<file path="src/rtl/opg_pkg.sv">
// Shared types and constants for the overload pressure governor.
`timescale 1ns / 1ps

package opg_pkg;

   localparam int unsigned CsrIndexWidth = 3;
   localparam int unsigned CsrDataWidth  = 32;
   localparam int unsigned MaskWidth     = 7;
   localparam int unsigned LevelWidth    = 2;

   typedef enum logic [CsrIndexWidth-1:0] {
      CSR_SIM_TICK_LIMIT     = 3'd0,
      CSR_RENDER_LIMIT       = 3'd1,
      CSR_DERIVED_TIME_LIMIT = 3'd2,
      CSR_DERIVED_IO_LIMIT   = 3'd3,
      CSR_DERIVED_JOBS_LIMIT = 3'd4,
      CSR_CHUNK_LIMIT        = 3'd5,
      CSR_BUBBLE_LIMIT       = 3'd6
   } csr_index_type;

   // overrun mask bit positions
   localparam int unsigned MaskSim     = 0;
   localparam int unsigned MaskRender  = 1;
   localparam int unsigned MaskDerTime = 2;
   localparam int unsigned MaskDerIo   = 3;
   localparam int unsigned MaskDerJobs = 4;
   localparam int unsigned MaskChunks  = 5;
   localparam int unsigned MaskBubbles = 6;

   localparam logic [LevelWidth-1:0] PressureMin = 2'd0;
   localparam logic [LevelWidth-1:0] PressureMax = 2'd3;

   typedef struct packed {
      logic [15:0] sim_tick_limit_ms;
      logic [15:0] render_limit_ms;
      logic [15:0] derived_time_limit_ms;
      logic [31:0] derived_io_limit_bytes;
      logic [15:0] derived_jobs_limit;
      logic [15:0] chunk_limit;
      logic [7:0]  bubble_limit;
   } cfg_type;

   localparam cfg_type CfgReset = '{
      sim_tick_limit_ms:      16'd12,
      render_limit_ms:        16'd8,
      derived_time_limit_ms:  16'd2,
      derived_io_limit_bytes: 32'd262144,
      derived_jobs_limit:     16'd4,
      chunk_limit:            16'd256,
      bubble_limit:           8'd1
   };

   typedef struct packed {
      logic        frame_valid;
      logic [31:0] sim_tick_us;
      logic [31:0] render_submit_us;
      logic        derived_valid;
      logic [15:0] derived_time_ms;
      logic [31:0] derived_io_bytes;
      logic [15:0] derived_jobs;
      logic [7:0]  bubble_count;
      logic [15:0] active_chunks;
   } meas_type;

   typedef struct packed {
      logic [MaskWidth-1:0]  overrun_mask;
      logic [LevelWidth-1:0] pressure_level;
      logic [15:0]           budget_time_ms;
      logic [31:0]           budget_io_bytes;
      logic [15:0]           budget_jobs;
   } result_type;

endpackage

</file>
<file path="src/rtl/opg_eval.sv">
// Limit checks, pressure step and budget scaling for one frame.
`timescale 1ns / 1ps

module opg_eval import opg_pkg::*; (
   input  cfg_type               cfg,
   input  meas_type              meas,
   input  logic [LevelWidth-1:0] pressure,
   output result_type            result
);

   // floor(base * {1, 3/4, 1/2, 1/4}), nonzero base never below 1
   function automatic logic [31:0] level_scale(input logic [31:0] base,
                                               input logic [LevelWidth-1:0] level);
      logic [33:0] triple;
      logic [31:0] r;
      triple = {2'b00, base} + {1'b0, base, 1'b0};
      case (level)
         2'd0:    r = base;
         2'd1:    r = triple[33:2];
         2'd2:    r = {1'b0, base[31:1]};
         default: r = {2'b00, base[31:2]};
      endcase
      if (base != 32'd0 && r == 32'd0) begin
         r = 32'd1;
      end
      return r;
   endfunction

   logic [25:0]           sim_limit_us;
   logic [25:0]           render_limit_us;
   logic [MaskWidth-1:0]  mask;
   logic [LevelWidth-1:0] level_next;
   logic [31:0]           time_scaled;
   logic [31:0]           io_scaled;
   logic [31:0]           jobs_scaled;

   // ms to us: constant multiply, 16 x 1000 fits in 26 bits
   assign sim_limit_us    = {10'd0, cfg.sim_tick_limit_ms} * 26'd1000;
   assign render_limit_us = {10'd0, cfg.render_limit_ms} * 26'd1000;

   always_comb begin
      mask = '0;
      mask[MaskSim] = meas.frame_valid && (cfg.sim_tick_limit_ms != 16'd0)
                      && (meas.sim_tick_us > {6'd0, sim_limit_us});
      mask[MaskRender] = meas.frame_valid && (cfg.render_limit_ms != 16'd0)
                         && (meas.render_submit_us > {6'd0, render_limit_us});
      mask[MaskDerTime] = meas.derived_valid && (cfg.derived_time_limit_ms != 16'd0)
                          && (meas.derived_time_ms > cfg.derived_time_limit_ms);
      mask[MaskDerIo] = meas.derived_valid && (cfg.derived_io_limit_bytes != 32'd0)
                        && (meas.derived_io_bytes > cfg.derived_io_limit_bytes);
      mask[MaskDerJobs] = meas.derived_valid && (cfg.derived_jobs_limit != 16'd0)
                          && (meas.derived_jobs > cfg.derived_jobs_limit);
      mask[MaskChunks] = (cfg.chunk_limit != 16'd0)
                         && (meas.active_chunks > cfg.chunk_limit);
      mask[MaskBubbles] = (cfg.bubble_limit != 8'd0)
                          && (meas.bubble_count > cfg.bubble_limit);
   end

   // saturating step: up on any overrun, down otherwise
   always_comb begin
      level_next = pressure;
      if (mask != '0) begin
         if (pressure != PressureMax) begin
            level_next = pressure + 2'd1;
         end
      end else if (pressure != PressureMin) begin
         level_next = pressure - 2'd1;
      end
   end

   assign time_scaled = level_scale({16'd0, cfg.derived_time_limit_ms}, level_next);
   assign io_scaled   = level_scale(cfg.derived_io_limit_bytes, level_next);
   assign jobs_scaled = level_scale({16'd0, cfg.derived_jobs_limit}, level_next);

   assign result.overrun_mask    = mask;
   assign result.pressure_level  = level_next;
   assign result.budget_time_ms  = time_scaled[15:0];
   assign result.budget_io_bytes = io_scaled;
   assign result.budget_jobs     = jobs_scaled[15:0];

endmodule

</file>
<file path="src/rtl/overload_pressure_governor.sv">
// Top level of the overload pressure governor: registers, handshake and CSRs.
`timescale 1ns / 1ps

// Each req transaction carries one frame's measurements; the block checks them
// against seven limits (a limit of zero turns its check off), builds a 7-bit
// overrun mask, steps a saturating pressure level 0..3 up on any overrun and
// down otherwise, and returns one rsp transaction with the mask, the new
// pressure, a fidelity level equal to it, and the time, byte and job budgets
// scaled by 1, 3/4, 1/2 or 1/4 (floor, never below 1 unless the base is 0).
// Throughput is one transaction per cycle while rsp_ready keeps up. Each
// frame sits in an input register, passes one layer of compare and scale
// logic, and lands in the result register, which drives rsp_valid. req_ready
// drops only while both registers are full and rsp_ready is low. Pressure
// updates as each frame enters the result register, so frames are applied
// strictly in arrival order. Write CSRs only while no transaction is in
// flight; indexes above six are dropped.
module overload_pressure_governor import opg_pkg::*; (
   input  logic                     clock,
   input  logic                     reset,

   input  logic                     csr_we,
   input  logic [CsrIndexWidth-1:0] csr_index,
   input  logic [CsrDataWidth-1:0]  csr_wdata,

   input  logic                     req_valid,
   output logic                     req_ready,
   input  logic                     req_frame_valid,
   input  logic [31:0]              req_sim_tick_us,
   input  logic [31:0]              req_render_submit_us,
   input  logic                     req_derived_valid,
   input  logic [15:0]              req_derived_time_ms,
   input  logic [31:0]              req_derived_io_bytes,
   input  logic [15:0]              req_derived_jobs,
   input  logic [7:0]               req_bubble_count,
   input  logic [15:0]              req_active_chunks,

   output logic                     rsp_valid,
   input  logic                     rsp_ready,
   output logic [MaskWidth-1:0]     rsp_overrun_mask,
   output logic [LevelWidth-1:0]    rsp_pressure_level,
   output logic [LevelWidth-1:0]    rsp_fidelity_level,
   output logic [15:0]              rsp_budget_time_ms,
   output logic [31:0]              rsp_budget_io_bytes,
   output logic [15:0]              rsp_budget_jobs
);

   cfg_type               cfg_ff, cfg_in;
   meas_type              meas_ff, meas_in;
   logic                  meas_valid_ff, meas_valid_in;
   result_type            rsp_ff, rsp_in;
   logic                  rsp_valid_ff, rsp_valid_in;
   logic [LevelWidth-1:0] pressure_ff, pressure_in;
   result_type            eval_result;
   logic                  advance;
   logic                  req_fire;

   // ---------------------------------------------------------------------
   // CSR writes
   // ---------------------------------------------------------------------
   always_comb begin
      cfg_in = cfg_ff;
      if (csr_we) begin
         unique case (csr_index_type'(csr_index))
            CSR_SIM_TICK_LIMIT:     cfg_in.sim_tick_limit_ms      = csr_wdata[15:0];
            CSR_RENDER_LIMIT:       cfg_in.render_limit_ms        = csr_wdata[15:0];
            CSR_DERIVED_TIME_LIMIT: cfg_in.derived_time_limit_ms  = csr_wdata[15:0];
            CSR_DERIVED_IO_LIMIT:   cfg_in.derived_io_limit_bytes = csr_wdata;
            CSR_DERIVED_JOBS_LIMIT: cfg_in.derived_jobs_limit     = csr_wdata[15:0];
            CSR_CHUNK_LIMIT:        cfg_in.chunk_limit            = csr_wdata[15:0];
            CSR_BUBBLE_LIMIT:       cfg_in.bubble_limit           = csr_wdata[7:0];
            default: ; // unmapped index: drop the write
         endcase
      end
   end

   // ---------------------------------------------------------------------
   // Handshake: the result register advances when empty or being drained;
   // the input register refills whenever its contents move on.
   // ---------------------------------------------------------------------
   assign advance   = !rsp_valid_ff || rsp_ready;
   assign req_ready = !meas_valid_ff || advance;
   assign req_fire  = req_valid && req_ready;

   always_comb begin
      meas_in = meas_ff;
      if (req_fire) begin
         meas_in.frame_valid      = req_frame_valid;
         meas_in.sim_tick_us      = req_sim_tick_us;
         meas_in.render_submit_us = req_render_submit_us;
         meas_in.derived_valid    = req_derived_valid;
         meas_in.derived_time_ms  = req_derived_time_ms;
         meas_in.derived_io_bytes = req_derived_io_bytes;
         meas_in.derived_jobs     = req_derived_jobs;
         meas_in.bubble_count     = req_bubble_count;
         meas_in.active_chunks    = req_active_chunks;
      end
   end

   assign meas_valid_in = req_fire ? 1'b1 : (advance ? 1'b0 : meas_valid_ff);

   opg_eval u_eval (
      .cfg      (cfg_ff),
      .meas     (meas_ff),
      .pressure (pressure_ff),
      .result   (eval_result)
   );

   // load the result register and commit pressure together
   always_comb begin
      rsp_in       = rsp_ff;
      rsp_valid_in = rsp_valid_ff;
      pressure_in  = pressure_ff;
      if (advance) begin
         rsp_valid_in = meas_valid_ff;
         if (meas_valid_ff) begin
            rsp_in      = eval_result;
            pressure_in = eval_result.pressure_level;
         end
      end
   end

   always_ff @(posedge clock) begin
      if (reset) begin
         cfg_ff        <= CfgReset;
         meas_valid_ff <= 1'b0;
         rsp_valid_ff  <= 1'b0;
         pressure_ff   <= PressureMin;
      end else begin
         cfg_ff        <= cfg_in;
         meas_valid_ff <= meas_valid_in;
         rsp_valid_ff  <= rsp_valid_in;
         pressure_ff   <= pressure_in;
      end
   end

   // payload registers: no reset
   always_ff @(posedge clock) begin
      meas_ff <= meas_in;
      rsp_ff  <= rsp_in;
   end

   assign rsp_valid           = rsp_valid_ff;
   assign rsp_overrun_mask    = rsp_ff.overrun_mask;
   assign rsp_pressure_level  = rsp_ff.pressure_level;
   assign rsp_fidelity_level  = rsp_ff.pressure_level;
   assign rsp_budget_time_ms  = rsp_ff.budget_time_ms;
   assign rsp_budget_io_bytes = rsp_ff.budget_io_bytes;
   assign rsp_budget_jobs     = rsp_ff.budget_jobs;

   // ---------------------------------------------------------------------
   // Assertions
   // ---------------------------------------------------------------------

   // a pending result always reports the committed pressure
   a_rsp_matches_pressure: assert property (@(posedge clock) disable iff (reset)
      rsp_valid_ff |-> (rsp_ff.pressure_level == pressure_ff))
      else $error("result pressure differs from committed pressure");

   // pressure never steps down on an overrun, nor up without one
   a_pressure_direction: assert property (@(posedge clock) disable iff (reset)
      (advance && meas_valid_ff) |=>
         (((rsp_ff.overrun_mask != '0) && (pressure_ff >= $past(pressure_ff))) ||
          ((rsp_ff.overrun_mask == '0) && (pressure_ff <= $past(pressure_ff)))))
      else $error("pressure stepped the wrong way");

   // a stalled frame stays in the input register
   a_input_held: assert property (@(posedge clock) disable iff (reset)
      (meas_valid_ff && !advance) |=> meas_valid_ff)
      else $error("stalled frame lost from input register");

endmodule
</file>
<file path="config.mk">
export PLATFORM = sky130hd
export DESIGN_NAME = overload_pressure_governor
export DESIGN_NICKNAME = d
export VERILOG_FILES = /design/src/rtl/opg_pkg.sv /design/src/rtl/opg_eval.sv /design/src/rtl/overload_pressure_governor.sv
export SDC_FILE = /design/constraint.sdc
export NUM_CORES = 1
export LEC_CHECK = 0
export BUFFER_PORTS_ARGS = -buffer_cell sky130_fd_sc_hd__buf_4
export CORE_ASPECT_RATIO = 1.75
export CORE_UTILIZATION = 55
export DETAILED_ROUTE_END_ITERATION = 8
export GPL_ROUTABILITY_DRIVEN = 0
export PLACE_DENSITY = 0.79
export SYNTH_ARGS = -nofsm -noshare
export SYNTH_HDL_FRONTEND = slang
export SYNTH_HIERARCHICAL = 1
export SYNTH_SLANG_ARGS = --single-unit
</file>
<file path="constraint.sdc">
create_clock -name clock -period 14.7 [get_ports clock]
set_clock_uncertainty 0.1 [all_clocks]
set_input_delay 1.47 -clock clock [delete_from_list [all_inputs] [get_ports clock]]
set_output_delay 1.47 -clock clock [all_outputs]
set_load 0.02 [all_outputs]
</file>
==> results of run 1 <==
final cells by class:
cell class                      count  area share
Tap cell                          588     0.02474
Antenna cell                        2   0.0001683
Sequential cell                   351      0.3128
Timing Repair Buffer              284     0.07170
Multi-Input combinational cell   1949      0.5138
Clock buffer                       50     0.03446
Inverter                          298     0.03762
Clock inverter                     12    0.004629
worst min path at each step:
stage                                     start  slack (ps)                           to  cells after the start
finish                  cfg_ff[21]$_SDFFE_PP0P_         380      cfg_ff[21]$_SDFFE_PP0P_                      2
detailed placement      cfg_ff[14]$_SDFFE_PP0P_         370      cfg_ff[14]$_SDFFE_PP0P_                      2
global route            cfg_ff[23]$_SDFFE_PP0P_         410      cfg_ff[23]$_SDFFE_PP0P_                      2
global placement        cfg_ff[14]$_SDFFE_PP0P_         360      cfg_ff[14]$_SDFFE_PP0P_                      2
CTS                     cfg_ff[14]$_SDFFE_PP0P_         380      cfg_ff[14]$_SDFFE_PP0P_                      2
floorplan           pressure_ff[0]$_SDFFE_PP0P_         350  pressure_ff[0]$_SDFFE_PP0P_                      2
power by group through the flow:
stage          clock network [mW]  registers, mW  logic [mW]
2_1_floorplan                   0           1.16       0.300
3_3_place_gp                    0           1.15       0.460
3_5_place_dp                    0           1.16       0.481
4_1_cts                     0.940           1.13       0.485
5_1_grt                     0.974           1.14       0.542
6_report                    0.926           1.13       0.492
cells by family after synthesis:
family / count (synthesis) / synth area share
and+or+nand+nor: 731 / 0.1321
AOI/OAI and AO/OA: 600 / 0.1431
adders and majority gates: 457 / 0.2505
buffers and inverters: 390 / 0.06041
DFF: 351 / 0.3558
xor gates and xnor gates: 81 / 0.02714
muxes: 80 / 0.03088
flip-flops by register name, summed over array words and instances, names as in the netlist:
signal and count:
cfg_ff 120, rsp_budget_io_bytes 32, rsp_overrun_mask 7, rsp_valid 1, meas_valid_ff 1, meas_ff 154, rsp_budget_time_ms 16, pressure_ff 2
rsp_budget_jobs 16, rsp_fidelity_level 2
synthesized netlist by cell type (all sizes together) (32+ instances only):
cell	number
clkbuf	50
a21oi	235
nand3	49
edfxtp	227
a21o	47
inv	297
nor3	40
xnor2	49
dfxtp	124
xor2	32
nand4	39
nor2	135
mux2i	75
nand2	335
buf	42
ha	344
o21ai	113
fa	111
worst max-delay path, delay by kind of cell (launching register included):
family / cells / cell delay (ps)
xor gates and xnor gates: 1 / 140
AOI/OAI and AO/OA: 15 / 3210
adders and majority gates: 6 / 2660
and+or+nand+nor: 8 / 3110
buffers and inverters: 3 / 770
DFF: 1 / 490
through the flow:
step | worst slack (ps) | instance area [µm²] | std cells | power (mW) | util
after floorplan | 4911 | 26140 | 2690 | 1.463 | -
after global placement | 4549 | 28570 | 3470 | 1.614 | 0.6091
after detailed placement | 4238 | 28570 | 3470 | 1.636 | 0.6091
after CTS | 4210 | 29730 | 3532 | 2.559 | 0.6339
after global routing | 3291 | 29730 | 3534 | 2.654 | 0.6340
final | 3994 | 29730 | 3534 | 2.551 | 0.6340
routing by layer:
layer / share of wire / vias up / wire length, µm / global-route usage
li1: - / 9973 / - / -
met1: 0.34 / 10140 / 25330 / 0.3152
met2: 0.52 / 1064 / 38280 / 0.5579
met4: 0.079 / 0 / 5831 / 0.2254
met5: 0 / - / 0 / 0
met3: 0.064 / 320 / 4721 / 0.04426
==> flow_summary.ini, run 1 <==
[outcome]
status = finished, final reports clean

[synthesis]
syn-instance-count = 2690
yosys.area.top_type = edfxtp_1
synth-main-ff-cell = edfxtp_1
syn-cell-area_um2 = 26140
synth-edff-count = 227
synthArstFlopShare = 0
ys.warnings.count = 6
ys_types = 87
syn_avg_cell_area_um2 = 9.716
synth.net_count = 3339
seq_area_frac_synth = 0.3558
synth_area_leaders = edfxtp_1, ha_1, dfxtp_1
ys_ff_latch = 351
synth_top_area_share = 0.2608

[finish]
layout.nets = 3567
drive_above_1_share = 0.1274
final_common_cell = ha_1
register_area_um2 = 9301
syn_to_final_growth_pct = 13.76
fill_cells = 3751
final_cell_mix = ha_1, nand2_1, inv_1
multi_input_area_um2 = 15280

[timing]
final-setup-viol-count = 0
fmax_mhz = 93.40
holdWs_ps = 383.0
finalCritPeriodShare = 0.7283
fin_tns_setup_ps = 0
tightest_slew_ps = 1036
hold_violations = 0
rsz0062_at_grt = false
slew_violations = 0
period_minus_slack_ps = 10710
slew_headroom = 0.3094

[global_route]
grt.overflow.total = 0
grt_pass1_wl_um = 115400
grt_start_max_net_pins = 81
antenna_found_initial = 2
grt_pass1_vias = 21920
grtUsageTotal = 0.3054

[power_and_ir_drop]
power_density_nw_per_um2 = 85.81
power_frac_comb = 0.193
p_int_mw = 1.845
power_leakage_nw = 12.72
seqPwrFrac = 0.445
vdd_drop_max_mv = 0.09931
switching_share = 0.2769
power_frac_clock = 0.363
switchingPower_mw = 0.7066

[setup_path]
cp-startpoint = cfg_ff[88]$_SDFFE_PP0P_
reg2reg_depth = 33
worstSetupPathType = register to register
reg2reg_slack_ps = 3990
crit_end = rsp_budget_io_bytes[0]$_DFFE_PP_
crit_path_end_kind = register
critPathMaxFanout = 55
worstPathRequired_ps = 14950
crit_path_top_delay_cell = or4_2
timing.rr.start = cfg_ff[88]$_SDFFE_PP0P_
start_kind = register
reg2reg_to = rsp_budget_io_bytes[0]$_DFFE_PP_
slowest_delay_ps = 710
arrival_ps = 10960

[cts]
post_cts_resized = 0
numCtsBuffers = 34
cts_hold_buf = 0
cts_buffer_depth = 3
cts_sinks = 351
worst_skew_pair.late_latency_ps = 550
cts_tree = built
htree_levels = 2
cts_setup_buffers = 0
path_clk_slew_ps = 70
cts_root_buf = clkbuf_16

[routing]
vias = 21500
dr.pass1.iters = 9
drc = 0
routedWlPerCell_um = 20.99
ant_nets = 0
drt_iter0_markers = 1601
wl_um = 74170
avgViaCountPerCell = 6.083

[floorplanning]
rows = 105
die_w_um = 166.8
start_util = 0.5573
die-area_um2 = 48430
io-pin-count = 271
core-area_um2 = 46900
fp.dieH_um = 290.4

[flow_run]
maxCapViolCount = 0

[place]
port_buffers = 270
hpwl_um = 56720

[worst_hold_path]
hold_class = register to register
No activity file was read; power rests on OpenSTA's default activity.
==> run 2, diff against run 1 <==
PLACE_DENSITY = 0.82   (was 0.79)
clock period = 9.8 ns   (was 14.7 ns; I/O delays follow)
==> run 2 against run 1 <==
  * Sequential power rose by 50%
  * Via count is 2.2% higher
  * Setup slack worse by 3600 ps
  * Design area is 0.91% higher
  * First-iteration DRC count is 1.6% lower
  * Sequential share of layout area down 0.25 points
  * Global-route usage increased by 0.35 points
  * Die area is the same
  * Sequential cell count unchanged
==> flow_summary.ini, run 2 (synthesis results as in run 1) <==
[cts]
numCtsBuffers = 35
worst_skew_pair.late_latency_ps = 550
cts_buffer_depth = 3
path_clk_slew_ps = 70
cts_root_buf = clkbuf_16
htree_levels = 2
cts_tree = built
cts_sinks = 351

[timing]
finalCritPeriodShare = 0.9595
period_minus_slack_ps = 9403
final-setup-viol-count = 0
hold_violations = 0
fmax_mhz = 106.4
slew_violations = 0
tightest_slew_ps = 1249
slew_headroom = 0.1672
fin_tns_setup_ps = 0

[power_and_ir_drop]
power_leakage_nw = 12.87
power_density_nw_per_um2 = 127.2
vdd_drop_max_mv = 0.1322

[setup_path]
reg2reg_to = rsp_budget_io_bytes[0]$_DFFE_PP_
crit_path_top_delay_cell = or4_4
reg2reg_slack_ps = 400
timing.rr.start = cfg_ff[104]$_SDFFE_PP0P_
start_kind = register
arrival_ps = 9660
crit_end = rsp_budget_io_bytes[0]$_DFFE_PP_
cp-startpoint = cfg_ff[104]$_SDFFE_PP0P_
worstSetupPathType = register to register
worstPathRequired_ps = 10060
critPathMaxFanout = 23
reg2reg_depth = 33
slowest_delay_ps = 590
crit_top_cell = fa_1
crit_path_end_kind = register

[outcome]
status = finished, final reports clean

[floorplanning]
rows = 105
core-area_um2 = 46900
die-area_um2 = 48430
die_w_um = 166.8
start_util = 0.5573
io-pin-count = 271
fp.dieH_um = 290.4

[routing]
drc = 0
vias = 21980
ant_nets = 0
avgViaCountPerCell = 6.179
routedWlPerCell_um = 21.19
dr.pass1.iters = 9
drt_iter0_markers = 1575
wl_um = 75360

[finish]
drive_above_1_share = 0.1412
largest-register = meas_ff
syn_to_final_growth_pct = 14.80
final_cell_mix = ha_1, nand2_1, buf_4
largest_register_ff_count = 154
layout.nets = 3591
final_common_cell = ha_1
stdcell_count = 3557

[global_route]
grt_pass1_wl_um = 117500
grtUsageTotal = 0.3089
grt.overflow.total = 0
grt_start_max_net_pins = 90
antenna_found_initial = 1
grt_pass1_vias = 22590

[flow_run]
maxCapViolCount = 0

[place]
hpwl_um = 57240
dp_cells = 3485
port_buffers = 270

[worst_hold_path]
hold_class = register to register
run 2: changes by cell type in the layout (fill, tap and decap cells not counted), sizes merged:
cell	delta
buf	+22
bufinv	-1
clkinv	+6
clkbuf	-6
clkinvlp	+1
inv	+2
diode	-1
run 2: cell type report:
| cell class | count | area (µm²) |
|---|---|---|
| antenna | 1 | 2.502 |
| clock buffer | 43 | 959.7 |
| clock inverter | 20 | 176.4 |
| fill | 3605 | 16900 |
| inverter | 298 | 1119 |
| multi-input combinational | 1949 | 15350 |
| sequential | 351 | 9310 |
| tap | 588 | 735.7 |
| timing repair buffer | 307 | 2350 |
run 2: what timing repair did:
action / CTS / global route
endpoints found under the setup margin: 2 / 4
setup buffers: 0 / 7
cloned: 0 / 1
hold buffers: 0 / 0
gates resized for setup: 1 / 31
pin swaps: 0 / 10
run 2: critical path: cells and delay by family (launching register included):
kind            cells  cell delay [ps]
compound gates     13             2740
xor+xnor            1              100
fa+ha+maj           6             2590
buf+inv             5              540
flops               1              360
mux                 2              340
simple gates        6             2370
run 2: how the worst min path moves through the flow:
stage / start / end / slack [ps] / cells past startpoint
floorplan: pressure_ff[0]$_SDFFE_PP0P_ / pressure_ff[0]$_SDFFE_PP0P_ / 350 / 2
global placement: cfg_ff[15]$_SDFFE_PP0P_ / cfg_ff[15]$_SDFFE_PP0P_ / 360 / 2
detailed placement: cfg_ff[15]$_SDFFE_PP0P_ / cfg_ff[15]$_SDFFE_PP0P_ / 370 / 2
CTS: cfg_ff[15]$_SDFFE_PP0P_ / cfg_ff[15]$_SDFFE_PP0P_ / 380 / 2
global route: cfg_ff[21]$_SDFFE_PP0P_ / cfg_ff[21]$_SDFFE_PP0P_ / 410 / 2
finish: cfg_ff[15]$_SDFFE_PP0P_ / cfg_ff[15]$_SDFFE_PP0P_ / 380 / 2
run 2: through the flow:
stage / instance area [µm²] / setup WS [ps] / util / hold WS (ps) / power [mW]
2_1_floorplan: 26140 / 500.6 / - / 347.9 / 2.194
3_3_place_gp: 28690 / 204.3 / 0.6117 / 362.7 / 2.424
3_5_place_dp: 28690 / -116.4 / 0.6117 / 369.5 / 2.462
4_1_cts: 29830 / 22.22 / 0.6360 / 379.1 / 3.820
5_1_grt: 30000 / -143.9 / 0.6397 / 411.9 / 3.974
6_report: 30000 / 397.3 / 0.6397 / 381.4 / 3.817
run 2: layer usage:
metal,global-route usage,vias to the layer above,wire length [µm]
met4,0.2322,0,6239
li1,-,10030,-
met5,0,-,0
met1,0.3181,10440,25700
met3,0.04453,373,4868
met2,0.5634,1141,38550
run 2: power breakdown:
part / internal, mW / switching, mW / leakage (nW)
registers: 1.66 / 0.0477 / 3.20
logic: 0.313 / 0.439 / 9.12
clock network: 0.758 / 0.604 / 0.554
